**src/sv/bvm_pkg.sv**
```systemverilog
// Package for the byte register machine core.
// Request/response payload types, the execute result struct and opcode codes.
// No dependencies.
`default_nettype none

package bvm_pkg;

    // Request kinds
    localparam logic MODE_LOAD = 1'b0;
    localparam logic MODE_RUN  = 1'b1;

    // Opcodes
    localparam logic [7:0] OP_INC  = 8'd1;
    localparam logic [7:0] OP_DEC  = 8'd2;
    localparam logic [7:0] OP_MOV  = 8'd3;
    localparam logic [7:0] OP_MOVI = 8'd4;
    localparam logic [7:0] OP_LSL  = 8'd5;
    localparam logic [7:0] OP_LSR  = 8'd6;
    localparam logic [7:0] OP_JMP  = 8'd7;
    localparam logic [7:0] OP_JZ   = 8'd8;
    localparam logic [7:0] OP_JNZ  = 8'd9;
    localparam logic [7:0] OP_JFE  = 8'd10;
    localparam logic [7:0] OP_RET  = 8'd11;
    localparam logic [7:0] OP_ADD  = 8'd12;
    localparam logic [7:0] OP_SUB  = 8'd13;
    localparam logic [7:0] OP_XOR  = 8'd14;
    localparam logic [7:0] OP_OR   = 8'd15;
    localparam logic [7:0] OP_IN   = 8'd16;
    localparam logic [7:0] OP_OUT  = 8'd17;

    typedef struct packed {
        logic       mode;
        logic [7:0] addr;
        logic [7:0] data;
        logic       in_eof;
    } bvm_req_t;

    typedef struct packed {
        logic       out_valid;
        logic [7:0] out_byte;
        logic       in_taken;
        logic       halted;
        logic [7:0] prog_counter;
    } bvm_rsp_t;

    // What one instruction does to the machine state
    typedef struct packed {
        logic       wr_en;      // write a register
        logic       wr_r0;      // target is R0 instead of Rx
        logic [7:0] wr_data;
        logic       zero;       // zero flag after the instruction
        logic       eof;        // end-of-input flag after the instruction
        logic [7:0] last;       // last input byte after the instruction
        logic       halt;       // RET executed
        logic       jump;       // taken jump
        logic       out_valid;
        logic [7:0] out_byte;
        logic       in_taken;
    } bvm_exec_t;

endpackage

`default_nettype wire

```
**src/sv/bvm_exec.sv**
```systemverilog
// Instruction execute unit of the byte register machine core.
// Decodes one opcode and computes register write, flags, jump, halt and I/O.
// Depends on bvm_pkg.
`default_nettype none

module bvm_exec (
    input  wire logic [7:0]        op,
    input  wire logic [7:0]        opd,
    input  wire logic [7:0]        x,
    input  wire logic [7:0]        y,
    input  wire logic              zero_flag,
    input  wire logic              end_flag,
    input  wire logic [7:0]        last_byte,
    input  wire logic [7:0]        data,
    input  wire logic              in_eof,
    output bvm_pkg::bvm_exec_t     res
);

    logic [7:0] sum_xy;
    logic [7:0] dif_xy;
    logic [7:0] inc_x;
    logic [7:0] dec_x;

    assign sum_xy = 8'(x + y);
    assign dif_xy = 8'(x - y);
    assign inc_x  = 8'(x + 8'd1);
    assign dec_x  = 8'(x - 8'd1);

    // Decode; flags hold unless the instruction touches them
    always_comb
    begin
        res           = '0;
        res.zero      = zero_flag;
        res.eof       = end_flag;
        res.last      = last_byte;
        case (op)
            bvm_pkg::OP_INC:
            begin
                res.wr_en   = 1'b1;
                res.wr_data = inc_x;
                res.zero    = 1'b0;
            end
            bvm_pkg::OP_DEC:
            begin
                res.wr_en   = 1'b1;
                res.wr_data = dec_x;
                res.zero    = (dec_x == 8'd0);
            end
            bvm_pkg::OP_MOV:
            begin
                res.wr_en   = 1'b1;
                res.wr_data = y;
                res.zero    = (y == 8'd0);
            end
            bvm_pkg::OP_MOVI:
            begin
                res.wr_en   = 1'b1;
                res.wr_r0   = 1'b1;
                res.wr_data = opd;
                res.zero    = (opd == 8'd0);
            end
            bvm_pkg::OP_LSL:
            begin
                res.wr_en   = 1'b1;
                res.wr_data = {x[6:0], 1'b0};
                res.zero    = (x[6:0] == 7'd0);
            end
            bvm_pkg::OP_LSR:
            begin
                res.wr_en   = 1'b1;
                res.wr_data = {1'b0, x[7:1]};
                res.zero    = (x[7:1] == 7'd0);
            end
            bvm_pkg::OP_JMP: res.jump = 1'b1;
            bvm_pkg::OP_JZ:  res.jump = zero_flag;
            bvm_pkg::OP_JNZ: res.jump = !zero_flag;
            bvm_pkg::OP_JFE: res.jump = end_flag;
            bvm_pkg::OP_RET: res.halt = 1'b1;
            bvm_pkg::OP_ADD:
            begin
                res.wr_en   = 1'b1;
                res.wr_data = sum_xy;
                res.zero    = (sum_xy == 8'd0);
            end
            bvm_pkg::OP_SUB:
            begin
                // saturates at zero
                res.wr_en = 1'b1;
                if (x <= y)
                begin
                    res.wr_data = 8'd0;
                    res.zero    = 1'b1;
                end
                else
                begin
                    res.wr_data = dif_xy;
                    res.zero    = 1'b0;
                end
            end
            bvm_pkg::OP_XOR:
            begin
                res.wr_en   = 1'b1;
                res.wr_data = x ^ y;
                res.zero    = ((x ^ y) == 8'd0);
            end
            bvm_pkg::OP_OR:
            begin
                res.wr_en   = 1'b1;
                res.wr_data = x | y;
                res.zero    = ((x | y) == 8'd0);
            end
            bvm_pkg::OP_IN:
            begin
                // at end of input Rx gets the last byte seen
                res.wr_en = 1'b1;
                res.zero  = 1'b0;
                if (in_eof)
                begin
                    res.eof     = 1'b1;
                    res.wr_data = last_byte;
                end
                else
                begin
                    res.eof      = 1'b0;
                    res.last     = data;
                    res.wr_data  = data;
                    res.in_taken = 1'b1;
                end
            end
            bvm_pkg::OP_OUT:
            begin
                res.out_valid = 1'b1;
                res.out_byte  = x;
                res.zero      = 1'b0;
            end
            default: ;
        endcase
    end

endmodule

`default_nettype wire

```
**config.mk**
```make
export PLATFORM = sky130hd
export DESIGN_NAME = bvm_exec
export DESIGN_NICKNAME = d
export VERILOG_FILES = /design/src/sv/bvm_pkg.sv /design/src/sv/bvm_exec.sv
export SDC_FILE = /design/constraint.sdc
export NUM_CORES = 1
export LEC_CHECK = 0
export ABC_CLOCK_PERIOD_IN_PS = 2900
export BUFFER_PORTS_ARGS = -buffer_cell sky130_fd_sc_hd__buf_2
export CORE_MARGIN = 5
export CORE_UTILIZATION = 54
export DETAILED_ROUTE_END_ITERATION = 7
export MAX_ROUTING_LAYER = met4
export PLACE_DENSITY = 0.83
export SKIP_LAST_GASP = 1
export SYNTH_ARGS = -nofsm -noshare
export SYNTH_HDL_FRONTEND = slang
export SYNTH_SLANG_ARGS = --single-unit
```
**constraint.sdc**
```tcl
create_clock -name vclk -period 2.9
set_input_delay 0.145 -clock vclk [all_inputs]
set_output_delay 0.145 -clock vclk [all_outputs]
set_load 0.02 [all_outputs]
```
## Word level (Yosys, flattened, before mapping)

Index checks and enable logic that the tools add are counted.

- Add/sub/neg operators: 4
- $lt $le $gt $ge: 1
- Equal/unequal tests: 17
- Mux-type cells: 13
- Bitwise gates (word level): 2
- Reduce and logical (&&, ||, !) cells: 11

Operators by type and width:

| operator | count |
|---|---|
| case mux 8 bit (11 select lines) | 1 |
| == test 8 x 4 -> 1 bit (second input constant) | 8 |
| zero test 8 bit | 6 |
| == test 8 x 3 -> 1 bit (second input constant) | 4 |
| two-way mux 9 bit | 3 |
| == test 8 x 2 -> 1 bit (second input constant) | 2 |
| == test 8 x 5 -> 1 bit (second input constant) | 2 |
| zero test 7 bit | 2 |
| OR reduction 11 bit | 1 |
| case mux 1 bit (10 select lines) | 1 |
| adder 8 x 1 -> 8 bit (second input constant) | 1 |
| adder 8 bit | 1 |
| == test 8 x 1 -> 1 bit (second input constant) | 1 |
| <= comparator 8 bit | 1 |
| two-way mux 8 bit | 1 |
| bitwise OR 8 bit | 1 |
| subtractor 8 x 1 -> 8 bit (second input constant) | 1 |
| subtractor 8 bit | 1 |
| bitwise XOR 8 bit | 1 |
| two-way mux 1 bit | 6 |
| case mux 1 bit (4 select lines) | 1 |
| OR reduction 3 bit | 1 |
| zero test 1 bit | 1 |

- Register bits after elaboration: 0
- Input port bits: 51
- Output and inout bits: 32

## Longest topological paths before layout

Gate-level depths: netlist of run 1.

- Depth in word-level cells: 3
- Mapped depth: 11
- Mapped depth without buffers: 10

## Worst setup path after synthesis of run 1

No wires, ideal clock.

- Kind: input-to-output
- From: input x[3]
- To: output res[29] (netlist name)
- Arrival time: 2.329 ns
- Data required time: 2.755 ns
- Path slack: 0.426 ns
- Stages: 10
- Cells stage by stage: clkbuf_1 > inv_1 > ha_1 > clkbuf_1 > inv_1 > a221oi_1 > nor2_1 > o41ai_1 > xnor2_1 > o221ai_1

RTL lines:

| what | RTL line | RTL |
|---|---|---|
| from (decl) | bvm_exec.sv:9 | `input wire logic [7:0] x,` |
| to (decl) | bvm_exec.sv:16 | `output bvm_pkg::bvm_exec_t res` |

==> results of run 1 <==
where the power goes:
group / internal [uW] / switching [uW]
combinational: 176 / 264
clock: 0 / 0
sequential: 0 / 0
total: 176 / 264
metrics by stage:
stage               hold slack [ns]  std cells  total power, uW  setup WS [ns]  instance area, sq um
floorplan                     0.479        343              268          0.426                  2410
global placement              0.647        474              425          0.178                  2960
detailed placement            0.654        474              427          0.149                  2960
CTS                           0.654        474              429          0.140                  2960
global route                  0.666        474              475         0.0148                  2960
finish                        0.650        474              440          0.117                  2960
repair_timing:
item / in CTS / in global routing
endpoints found under the setup margin: 0 / 1
buffers inserted: 0 / 0
resized for setup: 0 / 1
worst paths after layout:
| kind | startpoint | to | slack [ns] | cells past startpoint |
|---|---|---|---|---|
| setup / recovery | y[0] | res[21] | 0.12 | 11 |
| hold / removal | data[0] | res[12] | 0.65 | 3 |
metal layers:
layer	vias up	global-route usage
li1	1463	-
met1	1483	0.426
met2	234	0.514
met3	25	0.0386
met4	0	0.0559
met5	-	-
area by class of cell:
cell class	count	area (sq um)
Tap cell	52	65.1
Fill cell	434	1390
Inverter	22	82.6
Timing Repair Buffer	105	581
Multi-Input combinational cell	295	2230
cells by family (layout without fill, tap and decap cells):
kind of cell	Yosys count	count (layout)
compound gates	106	106
fa+ha+maj	30	30
simple gates	114	114
mux	24	24
buf+inv	48	127
xor+xnor	21	21
synthesized netlist by cell type (5+ instances only):
cell type,count
o21ai_0,20
inv_1,21
nor2_1,20
nor3_1,17
ha_1,27
nand2_1,18
xnor2_1,17
a21oi_1,14
mux2_2,9
mux2i_1,15
o22ai_1,7
and3_1,5
nor2b_1,5
nand4_1,6
clkbuf_1,23
nor4_1,6
a31oi_1,9
nand3_1,13
a211oi_1,5
worst max-delay path, cell delays in order:
cell	delay, ns
buf_2	0.14
ha_1	0.24
fa_1	0.46
a21o_1	0.20
a21oi_1	0.26
xnor2_1	0.10
a2111oi_0	0.47
buf_4	0.20
nand4b_1	0.13
nand3_1	0.13
buf_2	0.17
==> metrics.md, run 1 <==
| Metric | Value |
|---|---|
| Sequential cell count | `0` |
| Area Growth Syn to Fin | `23.0%` |
| RePlAce Congestion | `1.00` |
| Input/output buffers | `83` |
| Max-slew violations | `0` |
| Adder-Cell Fraction of Synth Area | `0.161` |
| Ratio of cells with drive above 1 in the final layout | `0.301` |
| P_leak | `around 0.0014 uW` |
| CP required | `2.76 ns` |
| Area contributors post-synth | `ha_1 (14%), mux2i_1 (6.2%), xnor2_1 (6.2%)` |
| Initial Utilization | `0.553` |
| Mux cell area share after synthesis | `0.104` |
| Mapped Area | `2410 sq um` |
| Gr usage total | `0.317` |
| Crit path DAT | `around 2.6 ns` |
| Max-Cap Viols | `0` |
| Final setup fails | `0` |
| Row cnt | `24` |
| Highest-count cells in the layout ignoring fill and taps | `buf_2 (83), ha_1 (27), buf_4 (22), inv_1 (21)` |
| Final Cycle Share | `0.960` |
| Synth Area in Simple Gates | `0.263` |
| Pin count of the biggest net entering global routing | `32` |
| Status | `finished, final reports clean` |
| Initial DRC Count | `about 430` |
| Top layer in use | `met4` |
| Cell taking the most area after synthesis | `ha_1` |
| Post-synth net total | `423` |
| Netlist cell types | `67` |
| CTS Hold Bufs | `0` |
| Met1 wire length | `around 3.8 mm` |
| Avg Inst Size Synth | `7.02 sq um` |
| Die width | `76.8 microns` |
| DR DRC count | `0` |
| Compound-Gate Fraction of Synth Area | `0.319` |
| Setup TNS | `0 ns` |
| Main combinational cell family by area after synthesis | `compound AO/OA/AOI/OAI gates` |
| Clock buffers | `0` |
| Die Span Y | `76.8 microns` |
| Remaining Overflow, GRT | `0` |
| Final Hold Fails | `0` |
| Sequential cell area | `0 sq um` |
| Share of the synthesized area in the top cell type | `0.140` |
| Worst VDD drop | `0.110 mV` |
| CP Launch Type | `primary input` |
| Slew headroom | `0.577` |
| Final net count | `504` |
| Hold Crit Class | `in2out` |
| Post-DP HPWL | `approximately 8 mm` |
| Via-per-instance ratio | `6.76` |
| Initial DRT Pass Iterations | `5` |
| Post-synthesis xor/xnor area fraction | `0.0764` |
| Kind of critical path | `in2out` |
| Met2 wire length | `4.54 mm` |
| First-pass GRT wire length | `15.2 mm` |
| Period minus WS final | `2.78 ns` |
| Sequential area share after synthesis | `0` |
| Commonest non-fill, non-tap cell in the layout | `buf_2` |
| Routed wire per std cell | `20.4 microns` |
| Routed wl met3 | `1.11 mm` |
| Routed WL | `9.66 mm` |
| Number of global-route vias before repair | `2939` |
| Power density over the cells | `149 nW/um^2` |
| Antenna-violating nets left | `0` |
| Worst-margin pin slew | `0.634 ns` |
| # IOs | `83` |
| Core Area | `4350 sq um` |
| # diodes | `0` |
| RSZ-0062 raised after global routing | `no` |
| Critical-path maximum fanout | `5` |
| Vias | `3205` |
| FMAX | `between 300 and 400 MHz` |
| Initial antenna violation count | `0` |
| Die ar. | `approximately 5900 sq um` |
| Syn. warnings | `0` |
| Cells after synthesis | `343` |
| Post-layout util | `0.680` |
| Worst setup EP type | `output pin` |
No activity file was read; power rests on OpenSTA's default activity.
==> run 2, diff against run 1 <==
--- a/config.mk
+++ b/config.mk
@@ -6,7 +6,7 @@
 export NUM_CORES = 1
 export LEC_CHECK = 0
 export ABC_CLOCK_PERIOD_IN_PS = 2900
-export BUFFER_PORTS_ARGS = -buffer_cell sky130_fd_sc_hd__buf_2
+export BUFFER_PORTS_ARGS = -buffer_cell sky130_fd_sc_hd__buf_4
 export CORE_MARGIN = 5
 export CORE_UTILIZATION = 54
 export DETAILED_ROUTE_END_ITERATION = 7
==> run 2 against run 1 <==
Sequential share of layout area unchanged; total power rose by 4.5%; die area stayed put; maximum frequency hardly changed.
==> metrics.md, run 2 (synthesized netlist as in run 1, its figures left out) <==
| Metric | Value |
|---|---|
| Status | `finished, final reports clean` |
| Worst setup EP type | `output pin` |
| Worst hold path endpoint | `res[18]` |
| Hold Startpoint | `last_byte[6]` |
| Die width | `76.8 microns (unchanged)` |
| Critical-path maximum fanout | `6 (+1)` |
| Antenna-violating nets left | `0 (unchanged)` |
| Setup TNS | `0 ns (unchanged)` |
| Final net count | `496 (-1.6%)` |
| Die Span Y | `76.8 microns (unchanged)` |
| Post-layout util | `0.713 (+0.0322)` |
| Crit path DAT | `2.64 ns (about the same)` |
| Gr usage total | `0.331 (+0.0137)` |
| Routed wire per std cell | `21.6 microns (+5.8%)` |
| Slew headroom | `0.645 (+0.0679)` |
| Final Cycle Share | `0.960 (about the same)` |
| Placed Cells | `466 (-1.7%)` |
| Core Area | `4350 sq um (unchanged)` |
| Input/output buffers | `83 (unchanged)` |
| Routed WL | `10.0 mm (+4.0%)` |
| Kind of critical path | `in2out` |
| Initial Utilization | `0.553 (unchanged)` |
| Final setup fails | `0 (unchanged)` |
| Sequential cell area | `0 sq um (unchanged)` |
| Final Non-Filler Cells | `466 (-1.7%)` |
| Ratio of cells with drive above 1 in the final layout | `0.287 (-0.0135)` |
| Pin count of the biggest net entering global routing | `36 (+13%)` |
| Row cnt | `24 (unchanged)` |
| Initial DRC Count | `381 (-10%)` |
| Initial DRT Pass Iterations | `6 (+1)` |
| Power density over the cells | `148 nW/um^2 (-0.25%)` |
| Final Instance Area | `3100 sq um (+4.7%)` |
| CP required | `2.76 ns (about the same)` |
| Commonest non-fill, non-tap cell in the layout | `buf_4` |
| Highest-count cells in the layout ignoring fill and taps | `buf_4 (97), ha_1 (27), inv_1 (21), nor2_1 (20), o21ai_0 (20)` |
| Initial antenna violation count | `0 (unchanged)` |
| Area Growth Syn to Fin | `28.8%` |
| DR DRC count | `0 (unchanged)` |
| Max-slew violations | `0 (unchanged)` |
| Number of global-route vias before repair | `3103 (+5.6%)` |
| Worst VDD drop | `0.0893 mV (-19%)` |
| P_leak | `0.00138 uW (+1.0%)` |
| Period minus WS final | `2.78 ns (+0.000718 ns)` |
| Clock buffers | `0 (unchanged)` |
| FMAX | `359 MHz (about the same)` |
| Post-CTS setup buffer count | `0 (unchanged)` |
| Final Hold Fails | `0 (unchanged)` |
| Via-per-instance ratio | `6.97 (+3.0%)` |
| Worst-margin pin slew | `0.527 ns (-0.107 ns)` |
| Max-Cap Viols | `0 (unchanged)` |
| # IOs | `83 (unchanged)` |
| Post-DP Area | `3100 sq um (+5.0%)` |
| Die ar. | `5900 sq um (unchanged)` |
| # diodes | `0 (unchanged)` |
| CTS Hold Bufs | `0 (unchanged)` |
| Remaining Overflow, GRT | `0 (unchanged)` |
| Sequential cell count | `0 (unchanged)` |
| Multi-input gate area | `2230 sq um (-0.34%)` |
| RePlAce Congestion | `1.06 (+5.8%)` |
| Worst Hold Depth | `3 (unchanged)` |
| Setup WS post-layout | `0.116 ns (-0.000718 ns)` |
| CTS resizes | `0 (unchanged)` |
| RSZ-0062 raised after global routing | `no` |
| Hold Crit Class | `in2out` |
| Fill count | `376 (-13%)` |
| Vias | `3247 (+1.3%)` |
| Post-DP HPWL | `8.02 mm (+2.6%)` |
| CP Launch Type | `primary input` |
| First-pass GRT wire length | `15.9 mm (+4.8%)` |
| Setup WS pre-CTS | `0.172 ns (+0.0227 ns)` |
## run 2: changes by cell type in the layout (fill, tap and decap cells not counted), sizes merged
| cell | previous run | this run |
|---|---|---|
| buf | 105 | 97 |
## run 2: area by class of cell
| cell class | count | area share |
|---|---|---|
| Multi-Input combinational cell | 295 | 0.718 |
| Timing Repair Buffer | 97 | 0.235 |
| Inverter | 22 | 0.0266 |
| Tap cell | 52 | 0.0210 |
## run 2: worst max-delay path: stages
cell	delay, ns
buf_4	0.12
inv_1	0.20
ha_1	0.31
or4_4	0.54
or4b_4	0.55
o311ai_4	0.14
nor2_2	0.09
a211oi_2	0.22
o221ai_1	0.14
buf_4	0.19
## run 2: report_power, final
part,switching (uW),total [uW],internal [uW]
logic,265,460,196
registers,0,0,0
clock network,0,0,0
total,265,460,196
## run 2: layer usage
layer / wire (microns) / track usage / vias up
li1: - / - / 1448
met1: 3930 / 0.434 / 1484
met2: 4590 / 0.517 / 267
met3: 1110 / 0.0410 / 48
met4: 417 / 0.122 / 0
met5: 0 / - / -
## run 2: worst max-delay path by stage
stage / from / endpoint / cells after the start
2_1_floorplan: x[3] / res[29] / 10
3_3_place_gp: x[7] / res[27] / 10
3_5_place_dp: x[7] / res[27] / 10
4_1_cts: x[7] / res[27] / 10
5_1_grt: x[2] / res[29] / 11
6_report: x[7] / res[27] / 10
## run 2: metrics by stage
stage / power, uW / hold slack, ns
6_report: 460 / 0.631
5_1_grt: 494 / 0.640
4_1_cts: 449 / 0.630
3_5_place_dp: 447 / 0.630
3_3_place_gp: 440 / 0.625
2_1_floorplan: 268 / 0.479
==> run 3, diff against run 2 <==
==> config.mk (replaced) <==
export PLATFORM = sky130hd
export DESIGN_NAME = bvm_exec
export DESIGN_NICKNAME = d
export VERILOG_FILES = /design/src/sv/bvm_pkg.sv /design/src/sv/bvm_exec.sv
export SDC_FILE = /design/constraint.sdc
export NUM_CORES = 1
export LEC_CHECK = 0
export ABC_AREA = 0
export ABC_CLOCK_PERIOD_IN_PS = 3400
export BUFFER_PORTS_ARGS = -buffer_cell sky130_fd_sc_hd__buf_4
export CORE_MARGIN = 5
export CORE_UTILIZATION = 55
export DETAILED_ROUTE_END_ITERATION = 7
export MAX_ROUTING_LAYER = met4
export PLACE_DENSITY = 0.85
export SKIP_LAST_GASP = 1
export SLEW_MARGIN = 20
export SYNTH_ARGS = -nofsm -noshare
export SYNTH_HDL_FRONTEND = slang
export SYNTH_SLANG_ARGS = --single-unit
==> constraint.sdc (replaced) <==
create_clock -name vclk -period 3.4
set_input_delay 0.17 -clock vclk [all_inputs]
set_output_delay 0.17 -clock vclk [all_outputs]
set_load 0.02 [all_outputs]
==> run 3 against run 2 <==
Design area decreased by 2.2%; core utilization decreased by 0.58 points; global-route usage decreased by 0.23 points; hold slack improved by 0.049 ns; largest cell class unchanged; highest routed layer unchanged; critical path type unchanged; sequential share of layout area unchanged; clock-buffer cell count unchanged; via count decreased by 1.4%; non-clock buffer count decreased by 9; setup slack improved by 0.31 ns.
==> metrics.md, run 3 (synthesized netlist as in run 1, its figures left out) <==
| Metric | Value |
|---|---|
| Slew headroom | `0.553 (-0.0918)` |
| Combinational group share of total power | `1.000 (about the same)` |
| FMAX | `337 MHz` |
| Final net count | `487 (-1.8%)` |
| CP required | `3.23 ns (+0.47 ns)` |
| Die ar. | `5800 sq um (-1.6%)` |
| Die width | `76.2 microns (-0.79%)` |
| Sequential cell count | `0 (unchanged)` |
| Highest-count cells in the layout ignoring fill and taps | `buf_4 (88), ha_1 (27), inv_1 (21), nor2_1 (20), o21ai_0 (20)` |
| Post-CTS setup buffer count | `0 (unchanged)` |
| Crit path DAT | `2.80 ns (+0.16 ns)` |
| Max-slew violations | `0 (unchanged)` |
| Power density over the cells | `126 nW/um^2 (-15%)` |
| Final Cycle Share | `0.874` |
| Worst hold path endpoint | `res[12]` |
| # IOs | `83 (unchanged)` |
| Worst setup EP type | `output pin` |
| Kind of critical path | `in2out` |
| Die Span Y | `76.2 microns (-0.79%)` |
| Max-Cap Viols | `0 (unchanged)` |
| RSZ-0062 raised after global routing | `no` |
| Sequential cell area | `0 sq um (unchanged)` |
| CTS resizes | `0 (unchanged)` |
| Ratio of cells with drive above 1 in the final layout | `0.272 (-0.0158)` |
| Switching Share | `0.583 (+0.00793)` |
| # diodes | `0 (unchanged)` |
| Input/output buffers | `83 (unchanged)` |
| Crit-path slowest cell | `or4_4` |
| Initial DRC Count | `352 (-7.6%)` |
| Clock buffers | `0 (unchanged)` |
| Worst Hold Depth | `3 (unchanged)` |
| Final Instance Area | `3040 sq um (-2.2%)` |
| Post-DP HPWL | `7.92 mm (-1.2%)` |
| DR DRC count | `0 (unchanged)` |
| Flop pwr share | `0 (unchanged)` |
| Setup TNS | `0 ns (unchanged)` |
| Hold Crit Class | `in2out` |
| WP buf/inv | `3 (unchanged)` |
| Pin count of the biggest net entering global routing | `36 (unchanged)` |
| Post-layout util | `0.707 (-0.00577)` |
| First-pass GRT wire length | `15.8 mm (-0.78%)` |
| RePlAce Congestion | `1.03 (-3.4%)` |
| Cell family with most CP delay | `compound AO/OA/AOI/OAI gates` |
| Initial antenna violation count | `0 (unchanged)` |
| Row cnt | `24 (unchanged)` |
| Number of global-route vias before repair | `3078 (-0.81%)` |
| Period minus WS final | `2.97 ns` |
| Crit path top cell by count | `buf_4` |
| Area Growth Syn to Fin | `26.0%` |
| CTS Hold Bufs | `0 (unchanged)` |
| Final Hold Fails | `0 (unchanged)` |
| Post-DP Area | `3040 sq um (-2.2%)` |
| Final Non-Filler Cells | `457 (-1.9%)` |
| Vias | `3201 (-1.4%)` |
| Remaining Overflow, GRT | `0 (unchanged)` |
| Critical-path maximum fanout | `5 (-1)` |
| Commonest non-fill, non-tap cell in the layout | `buf_4` |
| Initial Utilization | `0.561 (+0.00774)` |
| Tot Pwr | `382 uW (-17%)` |
| Core Area | `4290 sq um (-1.4%)` |
| Initial DRT Pass Iterations | `5 (-1)` |
| Placed Cells | `457 (-1.9%)` |
| Worst VDD drop | `0.0793 mV (-11%)` |
| Final setup fails | `0 (unchanged)` |
| Status | `finished, final reports clean` |
| Antenna-violating nets left | `0 (unchanged)` |
| Cell Chain, Critical Path | `buf_4 -> inv_1 -> ha_1 -> or4_4 -> a211oi_2 -> o31ai_2 -> nor3_2 -> a21oi_1 -> o221ai_1 -> buf_4` |
| CP Launch Type | `primary input` |
| Hold Startpoint | `last_byte[0]` |
| Gr usage total | `0.329 (-0.00227)` |
| Routed wire per std cell | `21.8 microns (+1.0%)` |
| Routed WL | `9.95 mm (-0.96%)` |
| Clock share of power | `0 (unchanged)` |
| Worst-margin pin slew | `0.666 ns (+0.139 ns)` |
| Slowest Stage Delay on Critical Path | `0.56 ns (about the same)` |
| Int Power | `159 uW (-19%)` |
| Via-per-instance ratio | `7.00 (+0.52%)` |
| Psw | `223 uW (-16%)` |
| P_leak | `0.00134 uW (-3.1%)` |
run 3: cell types whose count changed in the layout (fill, tap and decap cells not counted), sizes merged:
cell,before,now
buf,97,88
run 3: worst max path at each step:
stage | from | end | cells after the start
2_1_floorplan | x[3] | res[29] | 10
3_5_place_dp | x[6] | res[27] | 10
5_1_grt | x[6] | res[27] | 10
3_3_place_gp | x[7] | res[27] | 10
6_report | x[7] | res[27] | 10
4_1_cts | x[6] | res[27] | 10
run 3: cell type report:
type	instances	area [sq um]
Multi-Input combinational cell	295	2230
Timing Repair Buffer	88	661
Fill cell	373	1260
Tap cell	52	65.1
Inverter	22	82.6
run 3: metal layers:
metal,up-vias,GRT usage,share of wire
met5,-,-,0
met4,0,0.101,0.036
li1,1433,-,-
met3,48,0.0638,0.10
met2,238,0.539,0.47
met1,1482,0.404,0.39
run 3: stage by stage:
step	setup slack (ns)	hold slack [ns]
floorplan	0.876	0.529
global placement	0.557	0.676
detailed placement	0.531	0.681
CTS	0.520	0.682
global route	0.320	0.695
finish	0.429	0.680
run 3: power by group through the flow:
| stage | Combinational [uW] | Clock [uW] | Sequential, uW |
|---|---|---|---|
| floorplan | 228 | 0 | 0 |
| global placement | 367 | 0 | 0 |
| CTS | 372 | 0 | 0 |
| finish | 382 | 0 | 0 |
| detailed placement | 371 | 0 | 0 |
| global route | 410 | 0 | 0 |
